### src/bdeq_pkg.sv
`timescale 1ns / 1ps
// Shared types and constants for the bounded double-ended queue.
// No dependencies; imported by the output buffer, the top level and the bench.
package bdeq_pkg;

    localparam int VALUE_W  = 32;
    localparam int MODE_W   = 3;
    localparam int STATUS_W = 2;

    // Output buffer depth, a power of two
    localparam int OBUF_DEPTH = 4;
    localparam int OBUF_PTR_W = $clog2(OBUF_DEPTH);
    localparam int OBUF_CNT_W = $clog2(OBUF_DEPTH + 1);

    // Command codes carried on s_tuser
    localparam logic [MODE_W-1:0] MODE_PUSH_FRONT = 3'd0;
    localparam logic [MODE_W-1:0] MODE_PUSH_REAR  = 3'd1;
    localparam logic [MODE_W-1:0] MODE_POP_FRONT  = 3'd2;
    localparam logic [MODE_W-1:0] MODE_POP_REAR   = 3'd3;
    localparam logic [MODE_W-1:0] MODE_LIST       = 3'd4;

    // Status codes carried on m_tuser
    localparam logic [STATUS_W-1:0] ST_OK    = 2'd0;
    localparam logic [STATUS_W-1:0] ST_EMPTY = 2'd1;
    localparam logic [STATUS_W-1:0] ST_FULL  = 2'd2;

    typedef struct packed {
        logic [STATUS_W-1:0]       status;
        logic signed [VALUE_W-1:0] data;
        logic                      last;
    } res_t;

endpackage

### src/bdeq_ram.sv
`timescale 1ns / 1ps
// Generic single-port-write, single-port-read RAM with registered read data.
// No dependencies.
module bdeq_ram #(
    parameter int WIDTH = 32,
    parameter int DEPTH = 16
) (
    input  logic                     clk,
    input  logic                     we,
    input  logic [$clog2(DEPTH)-1:0] waddr,
    input  logic [WIDTH-1:0]         wdata,
    input  logic                     re,
    input  logic [$clog2(DEPTH)-1:0] raddr,
    output logic [WIDTH-1:0]         rdata
);

    logic [WIDTH-1:0] mem [DEPTH];

    always_ff @(posedge clk) begin
        if (we) begin
            mem[waddr] <= wdata;
        end
        if (re) begin
            rdata <= mem[raddr];
        end
    end

endmodule

### src/bdeq_obuf.sv
`timescale 1ns / 1ps
// Small result FIFO between the queue controller and the master port.
// Depends on bdeq_pkg (res_t, OBUF_* constants).
module bdeq_obuf (
    input  logic                               aclk,
    input  logic                               aresetn,
    input  logic                               push_valid,
    input  bdeq_pkg::res_t                     push_res,
    input  logic                               pop_ready,
    output logic                               head_valid,
    output bdeq_pkg::res_t                     head_res,
    output logic [bdeq_pkg::OBUF_CNT_W-1:0]    count,
    output logic                               full
);
    import bdeq_pkg::*;

    res_t                  slot_reg [OBUF_DEPTH];
    logic [OBUF_PTR_W-1:0] wr_ptr_reg, wr_ptr_next;
    logic [OBUF_PTR_W-1:0] rd_ptr_reg, rd_ptr_next;
    logic [OBUF_CNT_W-1:0] count_reg, count_next;
    logic                  do_pop;

    assign head_valid = (count_reg != '0);
    assign head_res   = slot_reg[rd_ptr_reg];
    assign count      = count_reg;
    assign full       = (count_reg == OBUF_CNT_W'(OBUF_DEPTH));
    assign do_pop     = head_valid && pop_ready;

    always_comb begin
        wr_ptr_next = push_valid ? wr_ptr_reg + 1'b1 : wr_ptr_reg;
        rd_ptr_next = do_pop ? rd_ptr_reg + 1'b1 : rd_ptr_reg;
        count_next  = count_reg;
        if (push_valid && !do_pop) begin
            count_next = count_reg + 1'b1;
        end else if (do_pop && !push_valid) begin
            count_next = count_reg - 1'b1;
        end
    end

    always_ff @(posedge aclk) begin
        if (!aresetn) begin
            wr_ptr_reg <= '0;
            rd_ptr_reg <= '0;
            count_reg  <= '0;
        end else begin
            wr_ptr_reg <= wr_ptr_next;
            rd_ptr_reg <= rd_ptr_next;
            count_reg  <= count_next;
        end
    end

    always_ff @(posedge aclk) begin
        if (push_valid) begin
            slot_reg[wr_ptr_reg] <= push_res;
        end
    end

endmodule

### src/bounded_double_ended_queue_top.sv
`timescale 1ns / 1ps
// Bounded double-ended queue: controller, ring store and result buffer.
// Depends on bdeq_pkg, bdeq_ram and bdeq_obuf.
//
// Usage
//   Slave channel: one word per command. s_tuser carries the command (push front,
//   push rear, pop front, pop rear, list), s_tdata the word to push.
//   Master channel: one result word per push or pop, one per stored entry for a
//   listing (front to rear), or a single empty result when listing an empty queue.
//   m_tuser carries the status (ok, empty, full), m_tdata the popped or listed
//   word (zero otherwise), m_tlast marks the final result of a command.
// Timing
//   A push writes the ring store and posts its result to the FIFO in the same cycle.
//   A pop reads the ring store, then posts the read word; no command is taken
//   while that read is in flight. A listing issues one store read a cycle while
//   the FIFO has room and holds the slave side until its last read has posted;
//   the single read port of the store sets that rate. Results leave through a
//   four-word FIFO that registers each one before it reaches the master side;
//   pop and listing words first pass the read register of the store.
// Reset and stalls
//   Reset empties the queue and the result FIFO; the ring store keeps stale data
//   that is never read before being written. When the receiver stalls, the FIFO
//   fills and then s_tready drops, or a listing pauses, until space returns.
module bounded_double_ended_queue_top #(
    parameter int DEPTH = 16
) (
    input  logic                                  aclk,
    input  logic                                  aresetn,
    input  logic                                  s_tvalid,
    output logic                                  s_tready,
    input  logic signed [bdeq_pkg::VALUE_W-1:0]   s_tdata,  // [31:0] value
    input  logic [bdeq_pkg::MODE_W-1:0]           s_tuser,  // [2:0] mode
    output logic                                  m_tvalid,
    input  logic                                  m_tready,
    output logic signed [bdeq_pkg::VALUE_W-1:0]   m_tdata,  // [31:0] data
    output logic [bdeq_pkg::STATUS_W-1:0]         m_tuser,  // [1:0] status
    output logic                                  m_tlast
);
    import bdeq_pkg::*;

    localparam int IDX_W = $clog2(DEPTH);
    localparam int OCC_W = $clog2(DEPTH + 1);
    localparam logic [OCC_W-1:0] OCC_FULL   = OCC_W'(DEPTH);
    localparam logic [IDX_W:0]   DEPTH_EXT  = (IDX_W + 1)'(DEPTH);
    localparam logic [IDX_W-1:0] LAST_SLOT  = IDX_W'(DEPTH - 1);

    typedef enum logic [1:0] {
        S_IDLE = 2'b01,
        S_LIST = 2'b10
    } state_t;

    state_t            state_reg, state_next;
    logic [IDX_W-1:0]  head_reg, head_next;
    logic [OCC_W-1:0]  occ_reg, occ_next;
    logic [IDX_W-1:0]  list_idx_reg, list_idx_next;
    logic              rd_pend_reg, rd_pend_next;
    logic              rd_last_reg, rd_last_next;

    logic              ram_we, ram_re;
    logic [IDX_W-1:0]  ram_waddr, ram_raddr;
    logic [VALUE_W-1:0] ram_rdata;

    logic              accept;
    logic              imm_valid;
    res_t              imm_res;
    logic              ob_push;
    res_t              ob_push_res;
    logic              ob_head_valid;
    res_t              ob_head_res;
    logic [OBUF_CNT_W-1:0] ob_count;
    logic              ob_full;
    logic [OBUF_CNT_W:0]   ob_load;
    logic              issue_ok;
    logic              q_empty, q_full;

    // Ring index addition; both operands stay below DEPTH
    function automatic logic [IDX_W-1:0] ring_add(input logic [IDX_W-1:0] a,
                                                  input logic [IDX_W-1:0] b);
        logic [IDX_W:0] s;
        s = {1'b0, a} + {1'b0, b};
        if (s >= DEPTH_EXT) begin
            s = s - DEPTH_EXT;
        end
        return s[IDX_W-1:0];
    endfunction

    assign q_empty  = (occ_reg == '0);
    assign q_full   = (occ_reg >= OCC_FULL);
    // Words in the FIFO plus a store read still in flight
    assign ob_load  = {1'b0, ob_count} + {{OBUF_CNT_W{1'b0}}, rd_pend_reg};
    assign issue_ok = (ob_load < (OBUF_CNT_W + 1)'(OBUF_DEPTH));
    // Take a command only when idle, with no read in flight and room for its result
    assign s_tready = (state_reg == S_IDLE) && !rd_pend_reg && !ob_full;
    assign accept   = s_tvalid && s_tready;

    always_comb begin
        state_next    = state_reg;
        head_next     = head_reg;
        occ_next      = occ_reg;
        list_idx_next = list_idx_reg;
        rd_pend_next  = 1'b0;
        rd_last_next  = 1'b0;
        ram_we        = 1'b0;
        ram_re        = 1'b0;
        ram_waddr     = head_reg;
        ram_raddr     = head_reg;
        imm_valid     = 1'b0;
        imm_res       = '{status: ST_OK, data: '0, last: 1'b1};

        unique case (state_reg)
            S_IDLE: begin
                if (accept) begin
                    unique case (s_tuser)
                        MODE_PUSH_FRONT: begin
                            imm_valid = 1'b1;
                            if (q_full) begin
                                imm_res.status = ST_FULL;
                            end else begin
                                head_next = (head_reg == '0) ? LAST_SLOT
                                                             : head_reg - 1'b1;
                                ram_we    = 1'b1;
                                ram_waddr = head_next;
                                occ_next  = occ_reg + 1'b1;
                            end
                        end
                        MODE_PUSH_REAR: begin
                            imm_valid = 1'b1;
                            if (q_full) begin
                                imm_res.status = ST_FULL;
                            end else begin
                                ram_we    = 1'b1;
                                ram_waddr = ring_add(head_reg, IDX_W'(occ_reg));
                                occ_next  = occ_reg + 1'b1;
                            end
                        end
                        MODE_POP_FRONT: begin
                            if (q_empty) begin
                                imm_valid      = 1'b1;
                                imm_res.status = ST_EMPTY;
                            end else begin
                                ram_re       = 1'b1;
                                ram_raddr    = head_reg;
                                head_next    = (head_reg == LAST_SLOT) ? '0
                                                                       : head_reg + 1'b1;
                                occ_next     = occ_reg - 1'b1;
                                rd_pend_next = 1'b1;
                                rd_last_next = 1'b1;
                            end
                        end
                        MODE_POP_REAR: begin
                            if (q_empty) begin
                                imm_valid      = 1'b1;
                                imm_res.status = ST_EMPTY;
                            end else begin
                                ram_re       = 1'b1;
                                ram_raddr    = ring_add(head_reg, IDX_W'(occ_reg - 1'b1));
                                occ_next     = occ_reg - 1'b1;
                                rd_pend_next = 1'b1;
                                rd_last_next = 1'b1;
                            end
                        end
                        MODE_LIST: begin
                            if (q_empty) begin
                                imm_valid      = 1'b1;
                                imm_res.status = ST_EMPTY;
                            end else begin
                                list_idx_next = '0;
                                state_next    = S_LIST;
                            end
                        end
                        default: ;  // unused codes: drop the word
                    endcase
                end
            end
            S_LIST: begin
                // One store read a cycle while the FIFO has room
                if (issue_ok) begin
                    ram_re       = 1'b1;
                    ram_raddr    = ring_add(head_reg, list_idx_reg);
                    rd_pend_next = 1'b1;
                    if ({1'b0, list_idx_reg} == (IDX_W + 1)'(occ_reg - 1'b1)) begin
                        rd_last_next = 1'b1;
                        state_next   = S_IDLE;
                    end else begin
                        list_idx_next = list_idx_reg + 1'b1;
                    end
                end
            end
            default: state_next = S_IDLE;
        endcase
    end

    // Read data lands in the cycle after the read; no command is taken then
    assign ob_push     = imm_valid || rd_pend_reg;
    assign ob_push_res = rd_pend_reg
                       ? res_t'{status: ST_OK, data: $signed(ram_rdata), last: rd_last_reg}
                       : imm_res;

    always_ff @(posedge aclk) begin
        if (!aresetn) begin
            state_reg    <= S_IDLE;
            head_reg     <= '0;
            occ_reg      <= '0;
            list_idx_reg <= '0;
            rd_pend_reg  <= 1'b0;
            rd_last_reg  <= 1'b0;
        end else begin
            state_reg    <= state_next;
            head_reg     <= head_next;
            occ_reg      <= occ_next;
            list_idx_reg <= list_idx_next;
            rd_pend_reg  <= rd_pend_next;
            rd_last_reg  <= rd_last_next;
        end
    end

    bdeq_ram #(
        .WIDTH (VALUE_W),
        .DEPTH (DEPTH)
    ) u_store (
        .clk   (aclk),
        .we    (ram_we),
        .waddr (ram_waddr),
        .wdata (s_tdata),
        .re    (ram_re),
        .raddr (ram_raddr),
        .rdata (ram_rdata)
    );

    bdeq_obuf u_obuf (
        .aclk       (aclk),
        .aresetn    (aresetn),
        .push_valid (ob_push),
        .push_res   (ob_push_res),
        .pop_ready  (m_tready),
        .head_valid (ob_head_valid),
        .head_res   (ob_head_res),
        .count      (ob_count),
        .full       (ob_full)
    );

    assign m_tvalid = ob_head_valid;
    assign m_tdata  = ob_head_res.data;
    assign m_tuser  = ob_head_res.status;
    assign m_tlast  = ob_head_res.last;

`ifndef SYNTH
    a_occ_bound: assert property (@(posedge aclk) disable iff (!aresetn)
        occ_reg <= OCC_FULL)
        else $error("occupancy beyond depth");

    a_push_room: assert property (@(posedge aclk) disable iff (!aresetn)
        ob_push |-> !ob_full)
        else $error("result pushed into full buffer");

    a_list_nonempty: assert property (@(posedge aclk) disable iff (!aresetn)
        (state_reg == S_LIST) |-> !q_empty)
        else $error("listing an empty queue");

    a_one_source: assert property (@(posedge aclk) disable iff (!aresetn)
        !(imm_valid && rd_pend_reg))
        else $error("immediate result collides with read data");

    a_read_lands: assert property (@(posedge aclk) disable iff (!aresetn)
        ram_re |=> ob_push)
        else $error("store read not posted next cycle");
`endif

endmodule

### config.mk
export PLATFORM = sky130hd
export DESIGN_NAME = bounded_double_ended_queue_top
export DESIGN_NICKNAME = d
export VERILOG_FILES = /design/src/bdeq_pkg.sv /design/src/bdeq_ram.sv /design/src/bdeq_obuf.sv /design/src/bounded_double_ended_queue_top.sv
export SDC_FILE = /design/constraint.sdc
export NUM_CORES = 1
export LEC_CHECK = 0
export ABC_CLOCK_PERIOD_IN_PS = 3800
export BUFFER_PORTS_ARGS = -buffer_cell sky130_fd_sc_hd__buf_2
export CORE_MARGIN = 2
export CORE_UTILIZATION = 45
export CTS_CLUSTER_DIAMETER = 150
export CTS_CLUSTER_SIZE = 20
export DETAILED_ROUTE_END_ITERATION = 8
export GPL_ROUTABILITY_DRIVEN = 0
export PLACE_DENSITY = 0.62
export SLEW_MARGIN = 5
export SYNTH_ARGS = -nofsm -noshare
export SYNTH_HDL_FRONTEND = slang
export SYNTH_SLANG_ARGS = --single-unit
### constraint.sdc
create_clock -name aclk -period 3.8 [get_ports aclk]
set_clock_uncertainty 0.05 [all_clocks]
set_input_delay 0 -clock aclk [delete_from_list [all_inputs] [get_ports aclk]]
set_output_delay 0 -clock aclk [all_outputs]
set_load 0.03 [all_outputs]
# Yosys cells after proc, flatten, opt, wreduce, memory -nomap -nowiden
# Memories as Yosys holds them, arrays and structs flattened. A register that Yosys moved wholly into a read port is not among the register bits.
# Index checks and enable logic that the tools add are counted.
dict set report classes {
  n_eq_ne 18
  mux 62
  order_cmp 5
  n_reduce_logical 26
  n_addsub 16
}
# op count
set ops {}
lappend ops {{two-way mux 4 bit} 19}
lappend ops {{two-way mux 35 bit} 1}
lappend ops {{case mux 4 bit (2 select lines)} 4}
lappend ops {{>= comparator 5 bit, second input constant} 4}
lappend ops {{two-way mux 2 bit} 10}
lappend ops {{two-way mux 1 bit} 18}
lappend ops {{inequality test 2 bit, second input constant} 8}
lappend ops {{subtractor 4 x 1 -> 4 bit, second input constant} 4}
lappend ops {{adder 4 x 4 -> 5 bit} 3}
lappend ops {{two-way mux 5 bit} 2}
lappend ops {{case mux 5 bit (2 select lines)} 1}
lappend ops {{AND reduction 5 bit} 2}
lappend ops {{adder 4 x 1 -> 4 bit, second input constant} 2}
lappend ops {{case mux 2 bit (2 select lines)} 2}
lappend ops {{nonzero test 2 bit} 4}
lappend ops {{equality test 3 x 2 -> 1 bit, second input constant} 2}
lappend ops {{equality test 3 bit, second input constant} 2}
lappend ops {{logical AND 1 bit} 6}
lappend ops {{two-way mux 3 bit} 2}
lappend ops {{case mux 1 bit (2 select lines)} 3}
lappend ops {{AND reduction 6 bit} 1}
lappend ops {{adder 5 x 1 -> 5 bit, second input constant} 1}
lappend ops {{equality test 4 x 5 -> 1 bit} 1}
lappend ops {{zero test 5 bit} 1}
lappend ops {{19 further kinds} 24}
dict set report word_totals {
  wordCells 138
  out_inout_bits 37
  n_memories 2
  regBits 24
  input_bits 39
  ramBits 652
}
# memory words width read_ports rd_ports_with_merged_regs wr line_no
set memory_table {}
lappend memory_table {u_store.mem 16 32 1 1 1 bdeq_ram.sv:17} ;# logic [WIDTH-1:0] mem [DEPTH];
lappend memory_table {u_obuf.slot_reg 4 35 1 1 1 bdeq_obuf.sv:17} ;# res_t slot_reg [OBUF_DEPTH];

# Depth between registers and ports, before layout
dict set report logic_depth {
  word_depth 11
  depth_mapped 15
  ltp_nobuf 13
}

# Cells and area by module
# A second synthesis with hierarchy kept.
dict set report unflattened {
  hier_cells 1349
  hier_area_um2 27940.5
}
# mod area_per_inst_um2 cells_each seq_area_each_um2 instances
set by_module_without_submodules {}
lappend by_module_without_submodules {bdeq_ram 20155.6 838 16335.7 1}
lappend by_module_without_submodules {bdeq_obuf 5579.1 226 4384.2 1}
lappend by_module_without_submodules {bounded_double_ended_queue_top 2205.9 285 340.3 1}

# Worst setup path after synthesis
# Ideal clock, no wire load.
dict set report synth_path {
  kind {reg2reg}
  startpoint {reg state_reg[1]}
  endpoint {mem u_store.mem[2][0] (enable)}
  arrival_time_ps 3864
  path_stages_with_launch 12
  required_ps 3329
  setup_ps 421
  setup_slack_ps -535
  path_buffers 1
  synth_period_minus_slack_ps 4335
  path_cell_list {dfxtp_1 -> inv_1 -> ha_1 -> clkbuf_2 -> inv_1 -> nor3_1 -> nand3_1 -> nor2_1 -> o21ai_0 -> a32oi_1 -> nand2b_1 -> nor2_1}
}
dict set report synth_via {
  elab_chain_cells 8
  elab_cells_between_ends 10
  cone_classes {eq/ne: 1; mux: 6; reduce/logical: 3}
}
# element line_no
set synth_rtl {}
lappend synth_rtl {{start, declared} bounded_double_ended_queue_top.sv:52} ;# state_t state_reg, state_next;
lappend synth_rtl {{start signal, assigned} bounded_double_ended_queue_top.sv:208} ;# state_reg <= state_next;
lappend synth_rtl {{equality test 2 x 1 -> 1 bit *} bounded_double_ended_queue_top.sv:93} ;# assign s_tready = (state_reg == S_IDLE) && !rd_pend_reg && !ob_full;
lappend synth_rtl {{logical AND 1 bit * (2 in a row)} bounded_double_ended_queue_top.sv:93}
lappend synth_rtl {{named net s_tready} bounded_double_ended_queue_top.sv:30} ;# output logic s_tready,
lappend synth_rtl {{logical AND 1 bit *} bounded_double_ended_queue_top.sv:94} ;# assign accept = s_tvalid && s_tready;
lappend synth_rtl {{two-way mux 1 bit} bounded_double_ended_queue_top.sv:112} ;# if (accept) begin
lappend synth_rtl {{two-way mux 1 bit} bounded_double_ended_queue_top.sv:110} ;# unique case (state_reg)
lappend synth_rtl {{two-way mux 1 bit} bdeq_ram.sv:20} ;# if (we) begin
lappend synth_rtl {{two-way mux 1 bit (implied by the code)} bdeq_ram.sv:21} ;# mem[waddr] <= wdata;
lappend synth_rtl {{end, declared} bdeq_ram.sv:17}
# Mark *: on every way through the listed nets, which the timed path passes. The rest lies on a longest branch.

# Final worst setup path
dict set report layout_path {
  startpoint {reg state_reg[1]}
  endpoint {mem u_store.mem[9][12] (enable)}
}
dict set report layout_via {
  elab_chain_cells 8
  elab_cells_between_ends 10
  cone_classes {eq/ne: 1; mux: 6; reduce/logical: 3}
}
# element line_no
set layout_rtl {}
lappend layout_rtl {{equality test 2 x 1 -> 1 bit *} {bounded_double_ended_queue_top.sv:93, bounded_double_ended_queue_top.sv:110}}
lappend layout_rtl {{logical AND 1 bit (2 in a row)} bounded_double_ended_queue_top.sv:93}
lappend layout_rtl {{logical AND 1 bit} bounded_double_ended_queue_top.sv:94}
lappend layout_rtl {{two-way mux 1 bit} bounded_double_ended_queue_top.sv:112}
lappend layout_rtl {{two-way mux 1 bit} bounded_double_ended_queue_top.sv:110}
lappend layout_rtl {{two-way mux 1 bit} bdeq_ram.sv:20}
lappend layout_rtl {{two-way mux 1 bit (implied by the code)} bdeq_ram.sv:21}
# Mark *: on every way between the ends. The rest lies on a longest branch, timed or not.

==> run metrics <==
outcome=completed; Congestion Overflow GR=0; post-detailed-route via-to-cell ratio=5.55; antenna violations before repair=4; Worst Tran Pin Value=0.978 ns; number of synthesized flops with an enable pin=684; P&R area growth vs syn=12.4%; maximum VDD drop=0.000335 V; share of total power consumed by net switching=0.285; final setup violation count=0; post-synthesis cell count=1975; Placeable Area=63000 sq um; Antenna Violating Nets Remaining=0; # clock sinks=710; wire length of the first global-routing pass=97900 um; maximum buffer depth of the clock tree=3; worst slew margin relative to its limit=0.331; power spent charging and discharging nets=4920 uW; Critical Path AT=3.78 ns; Synth cell types=67; Reg2Reg Depth=11; power share of the clock group=0.256; number of maximum-capacitance violations=0; TritonCTS clock tree=built; met3 track demand over resource=0.0217; count of synthesis-stage warnings from yosys=0; number of vias after detailed routing=16400; I/O pins=76; nature of the critical path startpoint=flip-flop; sequence of cells on the critical path=inv_1 > ha_1 > inv_1 > nor3_1 > nand3_1 > nor2_1 > o21ai_0 > a32oi_1 > nand2_1 > nor2_4 > buf_12; FF-to-FF End=u_store.mem[9][12]; total clock buffers created by CTS=41; total of flip-flops plus latches after synthesis=710; clock insertion delay at the later pin of the skew report=0.60 ns; effective utilization at floorplan=0.455; pin count of the biggest net entering global routing=49; crit share post-route=0.935; startpoint of the lowest-slack hold path=aresetn; maximum fanout encountered on the critical timing path=32; leading register cell type out of synthesis=sky130_fd_sc_hd__edfxtp_1; internal power component=12300 uW; part of the total power dissipated in combinational logic=0.217; Post-Syn Area=28600 sq um; top cells by area, synth=sky130_fd_sc_hd__edfxtp_1 (72%), sky130_fd_sc_hd__nand2_1 (6.4%), sky130_fd_sc_hd__nand3_1 (3.6%), sky130_fd_sc_hd__mux2i_1 (3.3%), sky130_fd_sc_hd__mux4_2 (2.8%); share of async-settable or async-resettable flops after synthesis=0; Hold WS=0.207 ns; vertical extent of the die=256 um; CP Class=reg2reg; HPWL after detailed placement=36200 um; fraction of layout cells with a size suffix above 1=0.124; Synth Net Count=2040; count of routing violations after the opening detailed-route iteration=1580; site row count=92; Pleak=0.0115 uW; area of the die=65700 sq um; setup repair bufs after CTS=0; global-route track usage on met1=0.274; Hold Path Depth=3; wire length after detailed routing=64000 um; post-route minimum period=3.55 ns; Max H-tree Level=2; cell area reported after detailed placement=30600 sq um; largest area contributor in the synthesized netlist=sky130_fd_sc_hd__edfxtp_1; area of all placed cells without fillers=32200 sq um; number of failing hold endpoints at the final stage=0; Max Slew Vio Count=0; number of global-route vias before repair=15900; register area share after synthesis=0.736; relative contribution of sequential cells to total power=0.528; clock root buffer master=sky130_fd_sc_hd__clkbuf_16; Register-to-Register Setup Slack=0.25 ns; unrepaired setup endpoints after global routing=no; cell type with the highest occurrence count on the critical path=sky130_fd_sc_hd__inv_1; cell type of the slowest stage on the worst timing path=sky130_fd_sc_hd__nor3_1; portion of synthesized cell area occupied by the leading cell type=0.717; fmax=281 MHz; R2R Path Start=state_reg[1]; endpoint type of the worst setup path=flip-flop; synthesized area per cell=14.5 sq um; worst min-delay path category=in2reg; number of detailed-routing iterations run before antenna repair=5; power density of the placed cells=536 nW/um^2; global routing's busiest layer=met2; DRC viols=0; family with the most delay on the worst path=simple AND/OR/NAND/NOR gates; worst stage delay on the critical path=0.38 ns; Multi-input gate area=7070 sq um; Die Span X=256 um; net total in the final layout=2159; endpoint of the worst hold-timing path=head_reg[0]; Clock Pin Slew Worst Setup and Hold Paths=0.11 ns; met2 Use GR=0.324; sequential cell area=21100 sq um; mean routed wirelength per cell=21.7 um; buffering stage count on the worst path with inverters included=3; data required time of the critical path=4.02 ns; count of input and output buffers=75; Filler cells=5161; aggregate global-route resource usage=0.195; number of flip-flops in the largest register=512
[worst max-delay path by stage]
stage               slack [ns]         start                  to  cells after the start
detailed placement        0.34    occ_reg[0]   u_store.rdata[26]                     13
global placement          0.41  state_reg[1]  u_store.mem[2][12]                     11
floorplan                -0.41  state_reg[1]   u_store.mem[5][0]                     10
CTS                       0.33  state_reg[1]   u_store.mem[9][1]                     11
global route              0.02  state_reg[1]  u_store.mem[9][17]                     11
finish                    0.25  state_reg[1]  u_store.mem[9][12]                     11
[cell usage after synthesis, types with 4 or more instances]
cell type	n
sky130_fd_sc_hd__inv_1	21
sky130_fd_sc_hd__clkbuf_1	54
sky130_fd_sc_hd__buf_4	18
sky130_fd_sc_hd__nor3_1	10
sky130_fd_sc_hd__fa_1	4
sky130_fd_sc_hd__a21oi_1	25
sky130_fd_sc_hd__mux4_2	35
sky130_fd_sc_hd__nand3_1	206
sky130_fd_sc_hd__dfxtp_1	26
sky130_fd_sc_hd__nand4_1	6
sky130_fd_sc_hd__o221ai_1	31
sky130_fd_sc_hd__xor2_1	8
sky130_fd_sc_hd__edfxtp_1	684
sky130_fd_sc_hd__and2_1	39
sky130_fd_sc_hd__buf_8	5
sky130_fd_sc_hd__nand2b_1	7
sky130_fd_sc_hd__o21ai_0	13
sky130_fd_sc_hd__a21o_1	4
sky130_fd_sc_hd__ha_1	22
sky130_fd_sc_hd__buf_6	4
sky130_fd_sc_hd__nand2_1	486
sky130_fd_sc_hd__buf_2	24
sky130_fd_sc_hd__a32oi_1	32
sky130_fd_sc_hd__xnor2_1	13
sky130_fd_sc_hd__nor2_1	49
sky130_fd_sc_hd__mux2i_1	94
[per-stage QoR]
stage | setup TNS [ns] | worst slack, ns | utilization | power (uW) | std cells
3_5_place_dp | 0 | 0.344 | 0.486 | 13000 | 2855
6_report | 0 | 0.247 | 0.511 | 17200 | 2955
4_1_cts | 0 | 0.327 | 0.511 | 17400 | 2954
3_3_place_gp | 0 | 0.413 | 0.486 | 12900 | 2855
2_1_floorplan | -103.63 | -0.410 | - | 11900 | 1975
5_1_grt | 0 | 0.0237 | 0.511 | 18000 | 2954
[kinds of logic after synthesis]
| kind of cell | after synthesis | share of synthesized area |
|---|---|---|
| fa+ha+maj | 26 | 0.0124 |
| xor+xnor | 21 | 0.00642 |
| compound gates | 134 | 0.0353 |
| buf+inv | 132 | 0.0239 |
| mux | 131 | 0.0613 |
| flops | 710 | 0.736 |
| simple gates | 821 | 0.125 |
[placed cells by master (no fill, tap or decap), types with 33 or more instances in the layout]
cell	instances
sky130_fd_sc_hd__and2_1	34
sky130_fd_sc_hd__mux2i_1	94
sky130_fd_sc_hd__buf_2	75
sky130_fd_sc_hd__mux4_2	35
sky130_fd_sc_hd__nand3_1	206
sky130_fd_sc_hd__nand2_1	485
sky130_fd_sc_hd__dlygate4sd3_1	42
sky130_fd_sc_hd__clkbuf_16	42
sky130_fd_sc_hd__edfxtp_1	684
sky130_fd_sc_hd__buf_4	33
sky130_fd_sc_hd__buf_12	36
[final cells by class]
type                            count  share of cell area
Clock inverter                      2            0.000856
Inverter                           22             0.00257
Antenna cell                        1           0.0000778
Multi-Input combinational cell   1133               0.220
Timing Repair Buffer              186              0.0548
Tap cell                          846              0.0329
Clock buffer                       55              0.0342
Sequential cell                   710               0.655
[repair_timing]
| action | CTS | global route |
|---|---|---|
| hold buffers | 42 | 0 |
| gates resized for setup | 0 | 0 |
| hold endpoints to repair | 543 | 0 |
[routing by layer]
metal  vias to the layer above  wire (um)
met5                         -         11
met4                         2       1220
met3                        92       4080
met2                       545      31000
met1                      8235      27700
li1                       7538          -
[power groups by stage]
stage	clock network (uW)	registers (uW)	logic (uW)
global placement	0	9280	3660
finish	4410	9100	3740
floorplan	0	9160	2700
CTS	4530	9110	3770
global route	4780	9140	4070
detailed placement	0	9290	3720
[worst reg2reg max path, cell delays in order (launching register included)]
cell and delay [ns]:
sky130_fd_sc_hd__dfxtp_1 0.34, sky130_fd_sc_hd__inv_1 0.06, sky130_fd_sc_hd__ha_1 0.36, sky130_fd_sc_hd__inv_1 0.18, sky130_fd_sc_hd__nor3_1 0.38, sky130_fd_sc_hd__nand3_1 0.31
sky130_fd_sc_hd__nor2_1 0.28, sky130_fd_sc_hd__o21ai_0 0.16, sky130_fd_sc_hd__a32oi_1 0.30, sky130_fd_sc_hd__nand2_1 0.31, sky130_fd_sc_hd__nor2_4 0.20, sky130_fd_sc_hd__buf_12 0.29
No activity file was read; power rests on OpenSTA's default activity.
